### src/rtl/core/assert_macros.svh
// Assertion macros used by the pose frame deframer RTL.
// Included by pose_frame_deframer.sv, which carries concurrent assertions; no other dependencies.
`ifndef ASSERT_MACROS_SVH
`define ASSERT_MACROS_SVH

// Generic clocked assertion with active-low disable.
`define PFD_ASSERT(lbl, clk, rst_n, prop, msg) \
  lbl: assert property (@(posedge clk) disable iff (!rst_n) (prop)) else $error(msg);

// Same, on the block's own clock and reset.
`define PFD_ASSERT_CLK(lbl, prop, msg) \
  `PFD_ASSERT(lbl, clk_i, rst_ni, prop, msg)

`endif

### src/rtl/core/pfd_pkg.sv
// Package for the pose frame deframer: frame bytes, sizes, phase type and control struct.
// No dependencies.
package pfd_pkg;

  localparam int unsigned PAYLOAD_BYTES = 24;
  localparam int unsigned IDX_W         = 5;
  localparam int unsigned WORD_W        = 32;
  localparam int unsigned OUT_WORDS     = 6;
  localparam int unsigned STORE_W       = 8 * PAYLOAD_BYTES;

  localparam logic [7:0] HDR_FIRST_BYTE  = 8'h0D;
  localparam logic [7:0] HDR_SECOND_BYTE = 8'h0A;
  localparam logic [7:0] TRL_FIRST_BYTE  = 8'h0A;
  localparam logic [7:0] TRL_SECOND_BYTE = 8'h0D;

  typedef enum logic [2:0] {
    PH_HUNT       = 3'd0,
    PH_HDR_SEEN   = 3'd1,
    PH_PAYLOAD    = 3'd2,
    PH_TRL_FIRST  = 3'd3,
    PH_TRL_SECOND = 3'd4
  } phase_e;

  typedef struct packed {
    logic store_en;  // payload byte transfer, shift into store
    logic emit;      // good trailer, load result register
  } ctrl_t;

endpackage

### src/rtl/core/pfd_byte_if.sv
// Valid/ready channel carrying one received serial byte.
// Depends on pfd_pkg.
interface pfd_byte_if
  import pfd_pkg::*;
();
  logic       valid;
  logic       ready;
  logic [7:0] rx_byte;

  modport source (output valid, output rx_byte, input ready);
  modport sink   (input valid, input rx_byte, output ready);
endinterface

### src/rtl/core/pfd_pose_if.sv
// Valid/ready channel carrying one decoded pose frame (six raw 32-bit words).
// Depends on pfd_pkg.
interface pfd_pose_if
  import pfd_pkg::*;
();
  logic              valid;
  logic              ready;
  logic [WORD_W-1:0] heading_angle_bits;
  logic [WORD_W-1:0] roll_angle_bits;
  logic [WORD_W-1:0] pitch_angle_bits;
  logic [WORD_W-1:0] position_x_bits;
  logic [WORD_W-1:0] position_y_bits;
  logic [WORD_W-1:0] yaw_rate_bits;

  modport source (
    output valid, input ready,
    output heading_angle_bits, output roll_angle_bits, output pitch_angle_bits,
    output position_x_bits, output position_y_bits, output yaw_rate_bits
  );
  modport sink (
    input valid, output ready,
    input heading_angle_bits, input roll_angle_bits, input pitch_angle_bits,
    input position_x_bits, input position_y_bits, input yaw_rate_bits
  );
endinterface

### src/rtl/core/pfd_frame_fsm.sv
// Frame phase tracker: header hunt, payload count, trailer check.
// Depends on pfd_pkg.
module pfd_frame_fsm
  import pfd_pkg::*;
(
  input  logic       clk_i,
  input  logic       rst_ni,
  input  logic       accept_i,
  input  logic [7:0] rx_byte_i,
  output ctrl_t      ctrl_o,
  output logic       may_emit_o
);

  phase_e           phase_q, phase_d;
  logic [IDX_W-1:0] idx_q, idx_d;
  logic [IDX_W-1:0] idx_inc;

  assign idx_inc = idx_q + IDX_W'(1);

  // next byte could complete a frame; depends on state only
  assign may_emit_o = (phase_q == PH_TRL_SECOND);

  always_ff @(posedge clk_i or negedge rst_ni) begin
    if (!rst_ni) begin
      phase_q <= PH_HUNT;
      idx_q   <= '0;
    end else begin
      phase_q <= phase_d;
      idx_q   <= idx_d;
    end
  end

  always_comb begin
    phase_d         = phase_q;
    idx_d           = idx_q;
    ctrl_o.store_en = 1'b0;
    ctrl_o.emit     = 1'b0;
    if (accept_i) begin
      unique case (phase_q)
        PH_HUNT: begin
          phase_d = (rx_byte_i == HDR_FIRST_BYTE) ? PH_HDR_SEEN : PH_HUNT;
        end
        PH_HDR_SEEN: begin
          if (rx_byte_i == HDR_SECOND_BYTE) begin
            idx_d   = '0;
            phase_d = PH_PAYLOAD;
          end else if (rx_byte_i != HDR_FIRST_BYTE) begin
            phase_d = PH_HUNT;
          end
        end
        PH_PAYLOAD: begin
          ctrl_o.store_en = (idx_q < IDX_W'(PAYLOAD_BYTES));
          idx_d           = idx_inc;
          if (idx_inc >= IDX_W'(PAYLOAD_BYTES) || idx_inc == '0) begin
            idx_d   = '0;
            phase_d = PH_TRL_FIRST;
          end
        end
        PH_TRL_FIRST: begin
          phase_d = (rx_byte_i == TRL_FIRST_BYTE) ? PH_TRL_SECOND : PH_HUNT;
        end
        PH_TRL_SECOND: begin
          ctrl_o.emit = (rx_byte_i == TRL_SECOND_BYTE);
          phase_d     = PH_HUNT;
        end
        default: begin
          phase_d = PH_HUNT;
        end
      endcase
    end
  end

endmodule

### src/rtl/core/pose_frame_deframer.sv
// Pose frame deframer: one byte per transfer in, one six-word pose result per good frame.
// Latency: a result is valid the cycle after the transfer of the last trailer byte.
// Throughput: one byte per cycle; the byte channel stalls only in the last trailer
// phase while a previous result is still waiting to be taken.
// Reset: clears phase, count and result valid; the payload shift register is not reset.
// Depends on pfd_pkg, pfd_byte_if, pfd_pose_if, pfd_frame_fsm and assert_macros.svh.
`include "assert_macros.svh"

module pose_frame_deframer
  import pfd_pkg::*;
(
  input  logic       clk_i,
  input  logic       rst_ni,
  pfd_byte_if.sink   rx_i,
  pfd_pose_if.source pose_o
);

  ctrl_t              ctrl;
  logic               may_emit;
  logic               in_accept;
  logic [STORE_W-1:0] store_q;
  logic [WORD_W-1:0]  word_q [OUT_WORDS];
  logic               out_valid_q;

  assign rx_i.ready = !out_valid_q || pose_o.ready || !may_emit;
  assign in_accept  = rx_i.valid && rx_i.ready;

  pfd_frame_fsm u_fsm (
    .clk_i      (clk_i),
    .rst_ni     (rst_ni),
    .accept_i   (in_accept),
    .rx_byte_i  (rx_i.rx_byte),
    .ctrl_o     (ctrl),
    .may_emit_o (may_emit)
  );

  // Bytes enter at the top; after a full payload the first byte sits in [7:0].
  always_ff @(posedge clk_i) begin
    if (ctrl.store_en) begin
      store_q <= {rx_i.rx_byte, store_q[STORE_W-1:8]};
    end
  end

  always_ff @(posedge clk_i) begin
    if (ctrl.emit) begin
      for (int j = 0; j < OUT_WORDS; j++) begin
        word_q[j] <= store_q[j*WORD_W +: WORD_W];
      end
    end
  end

  always_ff @(posedge clk_i or negedge rst_ni) begin
    if (!rst_ni) begin
      out_valid_q <= 1'b0;
    end else if (ctrl.emit) begin
      out_valid_q <= 1'b1;
    end else if (pose_o.ready) begin
      out_valid_q <= 1'b0;
    end
  end

  assign pose_o.valid              = out_valid_q;
  assign pose_o.heading_angle_bits = word_q[0];
  assign pose_o.roll_angle_bits    = word_q[1];
  assign pose_o.pitch_angle_bits   = word_q[2];
  assign pose_o.position_x_bits    = word_q[3];
  assign pose_o.position_y_bits    = word_q[4];
  assign pose_o.yaw_rate_bits      = word_q[5];

  `PFD_ASSERT_CLK(a_emit_slot_free, ctrl.emit |-> (!out_valid_q || pose_o.ready), "overwrite")
  `PFD_ASSERT_CLK(a_emit_sets_valid, ctrl.emit |=> pose_o.valid, "result not shown")
  `PFD_ASSERT_CLK(a_valid_from_emit, $rose(pose_o.valid) |-> $past(ctrl.emit), "spurious result")
  `PFD_ASSERT_CLK(a_no_store_at_emit, !(ctrl.store_en && ctrl.emit), "store and emit together")

endmodule

### src/flat_wrapper.sv
// flat-port wrapper written by rule: the top's interface ports become plain ports
module pose_frame_deframer_flat import pfd_pkg::*;
  (clk_i, rst_ni, rx_i_valid, rx_i_rx_byte, rx_i_ready, pose_o_valid, pose_o_ready, pose_o_heading_angle_bits, pose_o_roll_angle_bits, pose_o_pitch_angle_bits, pose_o_position_x_bits, pose_o_position_y_bits, pose_o_yaw_rate_bits);
  pfd_byte_if rx_i_i ();
  pfd_pose_if pose_o_i ();
  input  logic clk_i;
  input  logic rst_ni;
  input wire logic [$bits(rx_i_i.valid)-1:0] rx_i_valid;
  input wire logic [$bits(rx_i_i.rx_byte)-1:0] rx_i_rx_byte;
  output wire logic [$bits(rx_i_i.ready)-1:0] rx_i_ready;
  output wire logic [$bits(pose_o_i.valid)-1:0] pose_o_valid;
  input wire logic [$bits(pose_o_i.ready)-1:0] pose_o_ready;
  output wire logic [$bits(pose_o_i.heading_angle_bits)-1:0] pose_o_heading_angle_bits;
  output wire logic [$bits(pose_o_i.roll_angle_bits)-1:0] pose_o_roll_angle_bits;
  output wire logic [$bits(pose_o_i.pitch_angle_bits)-1:0] pose_o_pitch_angle_bits;
  output wire logic [$bits(pose_o_i.position_x_bits)-1:0] pose_o_position_x_bits;
  output wire logic [$bits(pose_o_i.position_y_bits)-1:0] pose_o_position_y_bits;
  output wire logic [$bits(pose_o_i.yaw_rate_bits)-1:0] pose_o_yaw_rate_bits;
  assign rx_i_i.valid = rx_i_valid;
  assign rx_i_i.rx_byte = rx_i_rx_byte;
  assign rx_i_ready = rx_i_i.ready;
  assign pose_o_valid = pose_o_i.valid;
  assign pose_o_i.ready = pose_o_ready;
  assign pose_o_heading_angle_bits = pose_o_i.heading_angle_bits;
  assign pose_o_roll_angle_bits = pose_o_i.roll_angle_bits;
  assign pose_o_pitch_angle_bits = pose_o_i.pitch_angle_bits;
  assign pose_o_position_x_bits = pose_o_i.position_x_bits;
  assign pose_o_position_y_bits = pose_o_i.position_y_bits;
  assign pose_o_yaw_rate_bits = pose_o_i.yaw_rate_bits;
  pose_frame_deframer u_core (.clk_i(clk_i), .rst_ni(rst_ni), .rx_i(rx_i_i), .pose_o(pose_o_i));
endmodule
### config.mk
export PLATFORM = sky130hd
export DESIGN_NAME = pose_frame_deframer_flat
export DESIGN_NICKNAME = d
export VERILOG_FILES = /design/src/rtl/core/pfd_pkg.sv /design/src/rtl/core/pfd_byte_if.sv /design/src/rtl/core/pfd_pose_if.sv /design/src/rtl/core/pfd_frame_fsm.sv /design/src/rtl/core/pose_frame_deframer.sv /design/src/flat_wrapper.sv
export VERILOG_INCLUDE_DIRS = /design/src /design/src/rtl/core
export SDC_FILE = /design/constraint.sdc
export NUM_CORES = 1
export LEC_CHECK = 0
export BUFFER_PORTS_ARGS = -buffer_cell sky130_fd_sc_hd__buf_4
export CAP_MARGIN = 20
export CORE_ASPECT_RATIO = 2
export CORE_MARGIN = 10
export CORE_UTILIZATION = 55
export DETAILED_ROUTE_END_ITERATION = 8
export PLACE_DENSITY = 0.89
export SLEW_MARGIN = 40
export SYNTH_ARGS = -nofsm -noshare
export SYNTH_HDL_FRONTEND = slang
export SYNTH_SLANG_ARGS = --single-unit
### constraint.sdc
create_clock -name clk_i -period 19.3 [get_ports clk_i]
set_input_delay 5.79 -clock clk_i [delete_from_list [all_inputs] [get_ports clk_i]]
set_output_delay 5.79 -clock clk_i [all_outputs]
set_load 0.005 [all_outputs]
==> results of run 1 <==
[path summary, 6_finish.rpt]
check                                               end  slack (ns)  depth (start not counted)
min in group asynchronous       u_core.u_fsm.phase_q[1]        5.06                          1
worst min-delay path                u_core.word_q[0][7]        0.42                          0
worst max register to register      u_core.word_q[3][0]       16.90                          5
worst max-delay path                         rx_i_ready        7.06                          4
max in group asynchronous         u_core.u_fsm.idx_q[4]       14.10                          1
worst min register to register      u_core.word_q[0][7]        0.42                          0
[area by class of cell]
cell class / count / area (sq um)
sequential: 393 / 11800
fill: 1212 / 6510
timing repair buffer: 209 / 1610
clock buffer: 33 / 783
multi-input combinational: 51 / 360
tap: 273 / 342
clock inverter: 22 / 219
inverter: 1 / 3.75
[state kept, by name, indices dropped and copies added (netlist names)]
register / flops
u_core.pose_o.valid: 1
u_core.u_fsm.idx_q: 5
u_core.u_fsm.phase_q: 3
u_core.word_q: 192
u_core.store_q: 192
[logic make-up after synthesis]
group	Yosys count	synth area share, %
flip-flops	393	97.2
AND/OR/NAND/NOR	33	1.50
AO/OA/AOI/OAI	12	0.765
XOR/XNOR	3	0.217
adder cells (fa/ha/maj)	2	0.207
buffers and inverters	1	0.0310
multiplexers	1	0.124
[metrics by stage]
step / utilization (%) / hold WS [ns] / cells / power, mW
after floorplan: - / 0.400 / 445 / 0.944
after global placement: 65.0 / 0.407 / 926 / 0.947
after detailed placement: 65.2 / 0.407 / 927 / 0.948
after CTS: 69.8 / 0.423 / 982 / 1.56
after global routing: 69.9 / 0.430 / 982 / 1.60
final: 69.9 / 0.421 / 982 / 1.55
[power by group through the flow]
stage	Combinational [mW]	Sequential [mW]	Clock (mW)
finish	0.00581	0.923	0.618
global route	0.00635	0.922	0.667
floorplan	0.00246	0.941	0
detailed placement	0.00584	0.942	0
CTS	0.00585	0.923	0.635
global placement	0.00509	0.942	0
[synthesized netlist by cell type, types with 2 or more instances]
cell and instances:
nand3_1 5, nor2_1 4, ha_1 2, nor2b_1 3, edfxtp_1 384, dfrtp_1 9, o21ai_1 2, a41oi_1 2
o31ai_1 2, xor2_1 2, nand2_1 9, nand2b_1 3
[layout by cell type, fill, tap and decap left out, types with 2 or more instances in the layout]
cell type,instances
ha_1,2
o31ai_1,2
xor2_1,2
nor2b_1,3
clkbuf_16,31
edfxtp_1,384
clkbuf_1,2
o21ai_1,2
dfrtp_1,9
clkinv_2,11
nor2_1,3
a41oi_1,2
nand2_1,9
nand3_1,5
buf_4,205
clkbuf_8,2
clkinv_1,3
nand2b_1,3
clkinvlp_4,2
bufinv_16,4
[routing by layer]
layer  part of all wire (%)  global-route usage, %  vias up
li1                       -                      -     2278
met1                     39                   17.8     2519
met2                     49                   23.1      265
met3                     10                   5.41       24
met4                    1.8                   4.34        0
met5                      0                      0        -
[worst register-to-register path, stage by stage, from the launching register on]
cell and delay (ns):
dfrtp_1 0.47, nor3b_1 0.31, nand3_1 0.20, nor2_4 0.14, buf_12 0.40, buf_16 0.45
==> impl_metrics.ini, run 1 <==
[placement]
place_ws_ns = 7.08
gp_congestion = 0.741
io_buffers = 205
dpl.hpwl_um = 14000
postPlaceCellArea_sq_mm = 0.0141

[final_layout]
area_growth_pct = 24.6
fin_area_sq_mm = 0.0151
antenna_cells = 0
drive_gt1_share_pct = 37.2
final_nets = 700

[logic_synthesis]
yosysSeqAreaShare_pct = 97.2
synth_top_area_share_pct = 95.3
synth_edf_count = 384
synth_top_area_cell = edfxtp_1
synth_warnings = 0
async_flop_share_pct = 2.29
yosys_register_bits = 393
yosysUniqueCellTypes = 30
synth_ff_type = edfxtp_1
synthesis.instances = 445
synth.avg_cell_area_sq_um = 27.2
syn_area_sq_mm = 0.0121
synth_area_leaders = edfxtp_1 (95%), dfrtp_1 (1.9%), nand2_1 (0.28%)
synth.net_count = 459

[grt]
antenna_found_initial = 0
grt_overflow = 0
grt_pass1_vias = 5405
grt_max_degree = 98
grt_first_pass_wirelength_um = 32700
grt_use_total_pct = 14.4

[run]
drv_cap = 0

[timing]
skew_ns = 0.0138
setup_viol = 0
relSlewSlack_pct = 48.0
hold_viol = 0
rsz0062_at_grt = false
fin_crit_ns = 12.24
fmax_ghz = 0.0817
min_period_over_period_pct = 63.4
report.final.slew_viol_count = 0
tightest_slew_ns = 0.780
layout_setup_ws_ns = 7.06
final.setup.tns_ns = 0

[power]
ir_worst_vdd_mv = 0.0912
comb_power_share_pct = 0.4
p_per_area_mw_per_mm2 = 103
p_seq_share_pct = 59.7
power.share.switching_pct = 17.7
leakagePower_nw = 5.22
power.switching_mw = 0.274
p_int_mw = 1.27
clockPowerShare_pct = 39.9

[drt]
drc = 0
drt-initial-drc-count = 368
first_pass_iters = 6
num_vias = 5086
wl_per_cell_um = 21.7
viasPerCell = 5.18
final_antenna_net_count = 0
routed_wl_um = 21300

[floorplan]
start_util_pct = 56.1
core_sq_mm = 0.0216
ios = 206
num_rows = 76
die_width_um = 125
dieArea_sq_mm = 0.0287
die_y_um = 230

[setup_path]
cp_slowest_cell = nor2b_1
cp_data_arrival_time_ns = 6.45
crit_chain = buf_4 -> nor2b_1 -> nand2_1 -> buf_4
crit_top_cell = buf_4
crit_type = in2out
slowest_delay_ns = 0.27
cp-startpoint = pose_o_ready
worstPathMaxFanout = 3
cp_num_buf_inv = 2
start_kind = primary input
reg2reg_from = u_core.u_fsm.phase_q[2]
critPathCaptureType = output pin
worstPathRequired_ns = 13.51
critPathTopFamily = simple AND/OR/NAND/NOR gates

[clock_tree]
cts_setup_buffers = 0
h-tree-depth = 1
root_buffer = clkbuf_16
post_cts_resized = 0
clock_sinks = 393
insertion_delay_ns = 0.55
cts-buffers-inserted = 30
postCtsHoldBufs = 0
clkSlewWorstSetupHoldPaths_ns = 0.07
cts_buffer_depth = 3
cts_tree = done

[run_status]
status = finished, final reports clean

[hold_path]
hp-class = reg2reg
hold_start = u_core.store_q[7]
No activity file was read; power rests on OpenSTA's default activity.
==> inputs of run 2 (changes only) <==
--- a/config.mk
+++ b/config.mk
@@ -10,9 +10,9 @@
 export CAP_MARGIN = 20
 export CORE_ASPECT_RATIO = 2
 export CORE_MARGIN = 10
-export CORE_UTILIZATION = 55
+export CORE_UTILIZATION = 49
 export DETAILED_ROUTE_END_ITERATION = 8
-export PLACE_DENSITY = 0.89
+export PLACE_DENSITY = 0.85
 export SLEW_MARGIN = 40
 export SYNTH_ARGS = -nofsm -noshare
 export SYNTH_HDL_FRONTEND = slang
==> constraint.sdc (replaced) <==
create_clock -name clk_i -period 10.3 [get_ports clk_i]
set_input_delay 3.09 -clock clk_i [delete_from_list [all_inputs] [get_ports clk_i]]
set_output_delay 3.09 -clock clk_i [all_outputs]
set_load 0.005 [all_outputs]
==> impl_metrics.ini, run 2 (synthesized netlist as in run 1, its figures left out) <==
[final_layout]
antenna_cells = 0
area_growth_pct = 25.2
mostFrequentLayoutCells = edfxtp_1 (384), buf_4 (206), clkbuf_16 (31)
fin_area_sq_mm = 0.0151
fillers = 1629
drive_gt1_share_pct = 36.8
final_common_cell = edfxtp_1
final_nets = 701
top_regs = u_core.store_q: 192 flops, u_core.word_q: 192 flops, u_core.u_fsm.idx_q: 5 flops

[drt]
viasPerCell = 4.77
final_antenna_net_count = 0
routed_wl_um = 20200
drc = 0
wl_per_cell_um = 19.4
first_pass_iters = 4
drt-initial-drc-count = 287
num_vias = 4973

[setup_path]
worstPathMaxFanout = 3
reg2reg_from = u_core.u_fsm.phase_q[2]
start_kind = primary input
crit_type = in2out
r2r_setup_slack_ns = 7.90
r2r_end = u_core.word_q[0][15]
worstPathRequired_ns = 7.21
reg2reg_depth = 5
crit_end = rx_i_ready
cp-startpoint = pose_o_ready
cp_data_arrival_time_ns = 3.72
critPathCaptureType = output pin

[grt]
grt_first_pass_wirelength_um = 31000
grt_overflow = 0
grt_max_degree = 157
antenna_found_initial = 0
grt_use_total_pct = 12.3
grt_pass1_vias = 5234

[power]
ir_worst_vdd_mv = 0.160
leakagePower_nw = 5.20
p_int_mw = 2.31
clockPowerShare_pct = 39.1
comb_power_share_pct = 0.4
power.share.switching_pct = 19.2
p_per_area_mw_per_mm2 = 189
power.switching_mw = 0.549
p_seq_share_pct = 60.6

[floorplan]
start_util_pct = 49.5
num_rows = 81
die_y_um = 242
dieArea_sq_mm = 0.0318
die_width_um = 131
ios = 206
core_sq_mm = 0.0244

[timing]
hold_slack_ns = 0.415
fmax_ghz = 0.147
hold_viol = 0
setup_viol = 0
report.final.slew_viol_count = 0
min_period_over_period_pct = 66.1
fin_crit_ns = 6.81
relSlewSlack_pct = 65.4
skew_ns = 0.0250
final.setup.tns_ns = 0
tightest_slew_ns = 0.519
rsz0062_at_grt = false

[clock_tree]
postCtsHoldBufs = 0
clock_sinks = 393
post_cts_resized = 0
cts_tree = done
clkSlewWorstSetupHoldPaths_ns = 0.07
h-tree-depth = 1
cts_setup_buffers = 0
root_buffer = clkbuf_16
cts_buffer_depth = 3
insertion_delay_ns = 0.57
cts-buffers-inserted = 30

[placement]
io_buffers = 205
postPlaceCellArea_sq_mm = 0.0141
gp_congestion = 0.744
dpl.hpwl_um = 13400

[run]
drv_cap = 0

[run_status]
status = finished, final reports clean

[hold_path]
hp-class = reg2reg
run 2: layer usage:
layer  up-vias  GRT usage, %  part of all wire, %
met5         -             0                    0
met4         0          4.36                  2.4
met3        33          5.71                   11
met2       210          21.0                   51
met1      2435          13.0                   36
li1       2295             -                    -
run 2: per-stage QoR:
stage               worst slack, ns  total power, mW  std cells  utilization [%]
finish                         3.49             2.86       1043             62.0
global route                   3.41             2.95       1043             62.0
CTS                            3.49             2.90       1042             61.9
detailed placement             3.49             1.78        986             57.9
global placement               3.51             1.77        985             57.8
floorplan                     0.989             1.77        445                -
run 2: how the worst min path moves through the flow:
stage | startpoint | endpoint | slack, ns | cells past startpoint
after global routing | u_core.store_q[4] | u_core.word_q[0][4] | 0.43 | 0
after detailed placement | u_core.store_q[4] | u_core.word_q[0][4] | 0.40 | 0
final | u_core.store_q[4] | u_core.word_q[0][4] | 0.42 | 0
after floorplan | u_core.store_q[0] | u_core.word_q[0][0] | 0.40 | 0
after global placement | u_core.store_q[4] | u_core.word_q[0][4] | 0.40 | 0
after CTS | u_core.store_q[4] | u_core.word_q[0][4] | 0.42 | 0
run 2: area by class of cell:
type	count	area, sq um	area share [%]
Sequential cell	393	11800	77.6
Timing Repair Buffer	210	1640	10.8
Clock buffer	36	795	5.25
Tap cell	332	415	2.74
Multi-Input combinational cell	51	360	2.38
Clock inverter	20	173	1.14
Inverter	1	3.75	0.0248
run 2: critical path, cell delays in order:
cell,delay (ns)
buf_4,0.10
nor2b_1,0.24
nand2_1,0.12
buf_4,0.16
run 2: power by group through the flow:
stage	clock (mW)	sequential, mW	combinational (mW)
floorplan	0	1.76	0.00469
global placement	0	1.76	0.00984
detailed placement	0	1.76	0.0106
CTS	1.16	1.73	0.0106
global route	1.21	1.73	0.0116
finish	1.12	1.73	0.0105
==> inputs of run 3 (changes only) <==
--- a/config.mk
+++ b/config.mk
@@ -10,9 +10,9 @@
 export CAP_MARGIN = 20
 export CORE_ASPECT_RATIO = 2
 export CORE_MARGIN = 10
-export CORE_UTILIZATION = 49
+export CORE_UTILIZATION = 55
 export DETAILED_ROUTE_END_ITERATION = 8
-export PLACE_DENSITY = 0.85
+export PLACE_DENSITY = 0.89
 export SLEW_MARGIN = 40
 export SYNTH_ARGS = -nofsm -noshare
 export SYNTH_HDL_FRONTEND = slang
==> constraint.sdc (replaced) <==
create_clock -name clk_i -period 6.93 [get_ports clk_i]
set_input_delay 2.079 -clock clk_i [delete_from_list [all_inputs] [get_ports clk_i]]
set_output_delay 2.079 -clock clk_i [all_outputs]
set_load 0.005 [all_outputs]
==> impl_metrics.ini, run 3 (synthesized netlist as in run 1, its figures left out) <==
[power]
leakagePower_nw = 5.23
power.total_mw = 4.39
p_per_area_mw_per_mm2 = 290
ir_worst_vdd_mv = 0.218

[setup_path]
cp_num_buf_inv = 2
critPathCaptureType = output pin
crit_top_cell = buf_4
crit_type = in2out
start_kind = primary input
cp_data_arrival_time_ns = 2.74
worstPathMaxFanout = 3
critPathTopFamily = simple AND/OR/NAND/NOR gates
crit_chain = buf_4 -> nor2b_1 -> nand2_1 -> buf_4
slowest_delay_ns = 0.25
worstPathRequired_ns = 4.85
cp_slowest_cell = nor2b_1

[drt]
routed-wl-met2_um = 11200
wl_per_cell_um = 22.3
maxUsedRoutingLayer = met4
drt-met1-wl_um = 8190
routed_wl_um = 22000
drc = 0
viasPerCell = 5.19
first_pass_iters = 4
wl_met3_um = 2120
num_vias = 5122
final_antenna_net_count = 0
drt-initial-drc-count = 425

[placement]
postPlaceCellArea_sq_mm = 0.0141
gp_congestion = 0.785
place_inst = 928
place_ws_ns = 2.12
dpl.hpwl_um = 14500
io_buffers = 205

[clock_tree]
h-tree-depth = 1
root_buffer = clkbuf_16
cts-buffers-inserted = 31
post_cts_resized = 0
cts_setup_buffers = 0
cts_tree = done
clkSlewWorstSetupHoldPaths_ns = 0.07
postCtsHoldBufs = 0
cts_buffer_depth = 3
insertion_delay_ns = 0.55
clock_sinks = 393

[timing]
min_period_over_period_pct = 69.5
rsz0062_at_grt = false
layout_setup_ws_ns = 2.11
setup_viol = 0
relSlewSlack_pct = 42.0
fin_crit_ns = 4.82
fmax_ghz = 0.208
tightest_slew_ns = 0.870
hold_viol = 0
report.final.slew_viol_count = 0
skew_ns = 0.0113
final.setup.tns_ns = 0

[final_layout]
final_nets = 702
fillers = 1246
area_growth_pct = 25.0
fin_cells = 986
mostFrequentLayoutCells = edfxtp_1 (384), buf_4 (208), clkbuf_16 (31), nand2_1 (9), dfrtp_1 (9)
drive_gt1_share_pct = 37.6
fin_area_sq_mm = 0.0151
antenna_cells = 0
top_regs = u_core.store_q: 192 flops, u_core.word_q: 192 flops, u_core.u_fsm.idx_q: 5 flops
final_common_cell = edfxtp_1

[grt]
grt_max_degree = 155
grt_first_pass_wirelength_um = 33500
grt_pass1_vias = 5490
grt_use_total_pct = 14.8
grt_overflow = 0
antenna_found_initial = 0

[floorplan]
num_rows = 76
ios = 206
die_width_um = 125
dieArea_sq_mm = 0.0287
start_util_pct = 56.1
core_sq_mm = 0.0216
die_y_um = 230

[hold_path]
hp-class = reg2reg

[run_status]
status = finished, final reports clean

[run]
drv_cap = 0
run 3: cell count changes in the layout (fill, tap and decap cells not counted), sizes merged:
cell,previous run,this run
clkinv,6,12
clkinvlp,2,3
inv,13,4
bufinv,0,5
buf,210,209
run 3: path summary, 6_finish.rpt:
check / from / to / slack, ns / cells after the start
worst max register to register: u_core.u_fsm.phase_q[1] / u_core.word_q[3][10] / 4.77 / 4
worst max-delay path: pose_o_ready / rx_i_ready / 2.11 / 4
worst min register to register: u_core.store_q[0] / u_core.word_q[0][0] / 0.42 / 0
max in group asynchronous: rst_ni / u_core.u_fsm.idx_q[2] / 5.46 / 1
min in group asynchronous: rst_ni / u_core.u_fsm.idx_q[1] / 1.34 / 1
worst min-delay path: u_core.store_q[0] / u_core.word_q[0][0] / 0.42 / 0
run 3: layout make-up:
class,count,area [sq um],area share [%]
clock buffer,35,791,5.23
multi-input combinational,51,368,2.43
inverter,1,3.75,0.0248
clock inverter,23,268,1.77
tap,273,342,2.26
timing repair buffer,210,1600,10.5
sequential,393,11800,77.7
run 3: metrics by stage:
step | hold slack [ns] | utilization, %
after floorplan | 0.400 | -
after global placement | 0.410 | 65.1
after detailed placement | 0.413 | 65.1
after CTS | 0.430 | 70.0
after global routing | 0.432 | 70.1
final | 0.424 | 70.1
run 3: where the power goes:
part           leakage [nW]  switching [mW]  internal [mW]
registers              3.56         0.00258           2.57
logic                  1.16         0.00824        0.00807
clock network         0.514           0.783           1.02
run 3: layer usage:
layer | up-vias | GRT usage [%]
met2 | 243 | 24.6
met3 | 28 | 5.81
met5 | - | 0
li1 | 2288 | -
met4 | 0 | 5.03
met1 | 2563 | 17.2
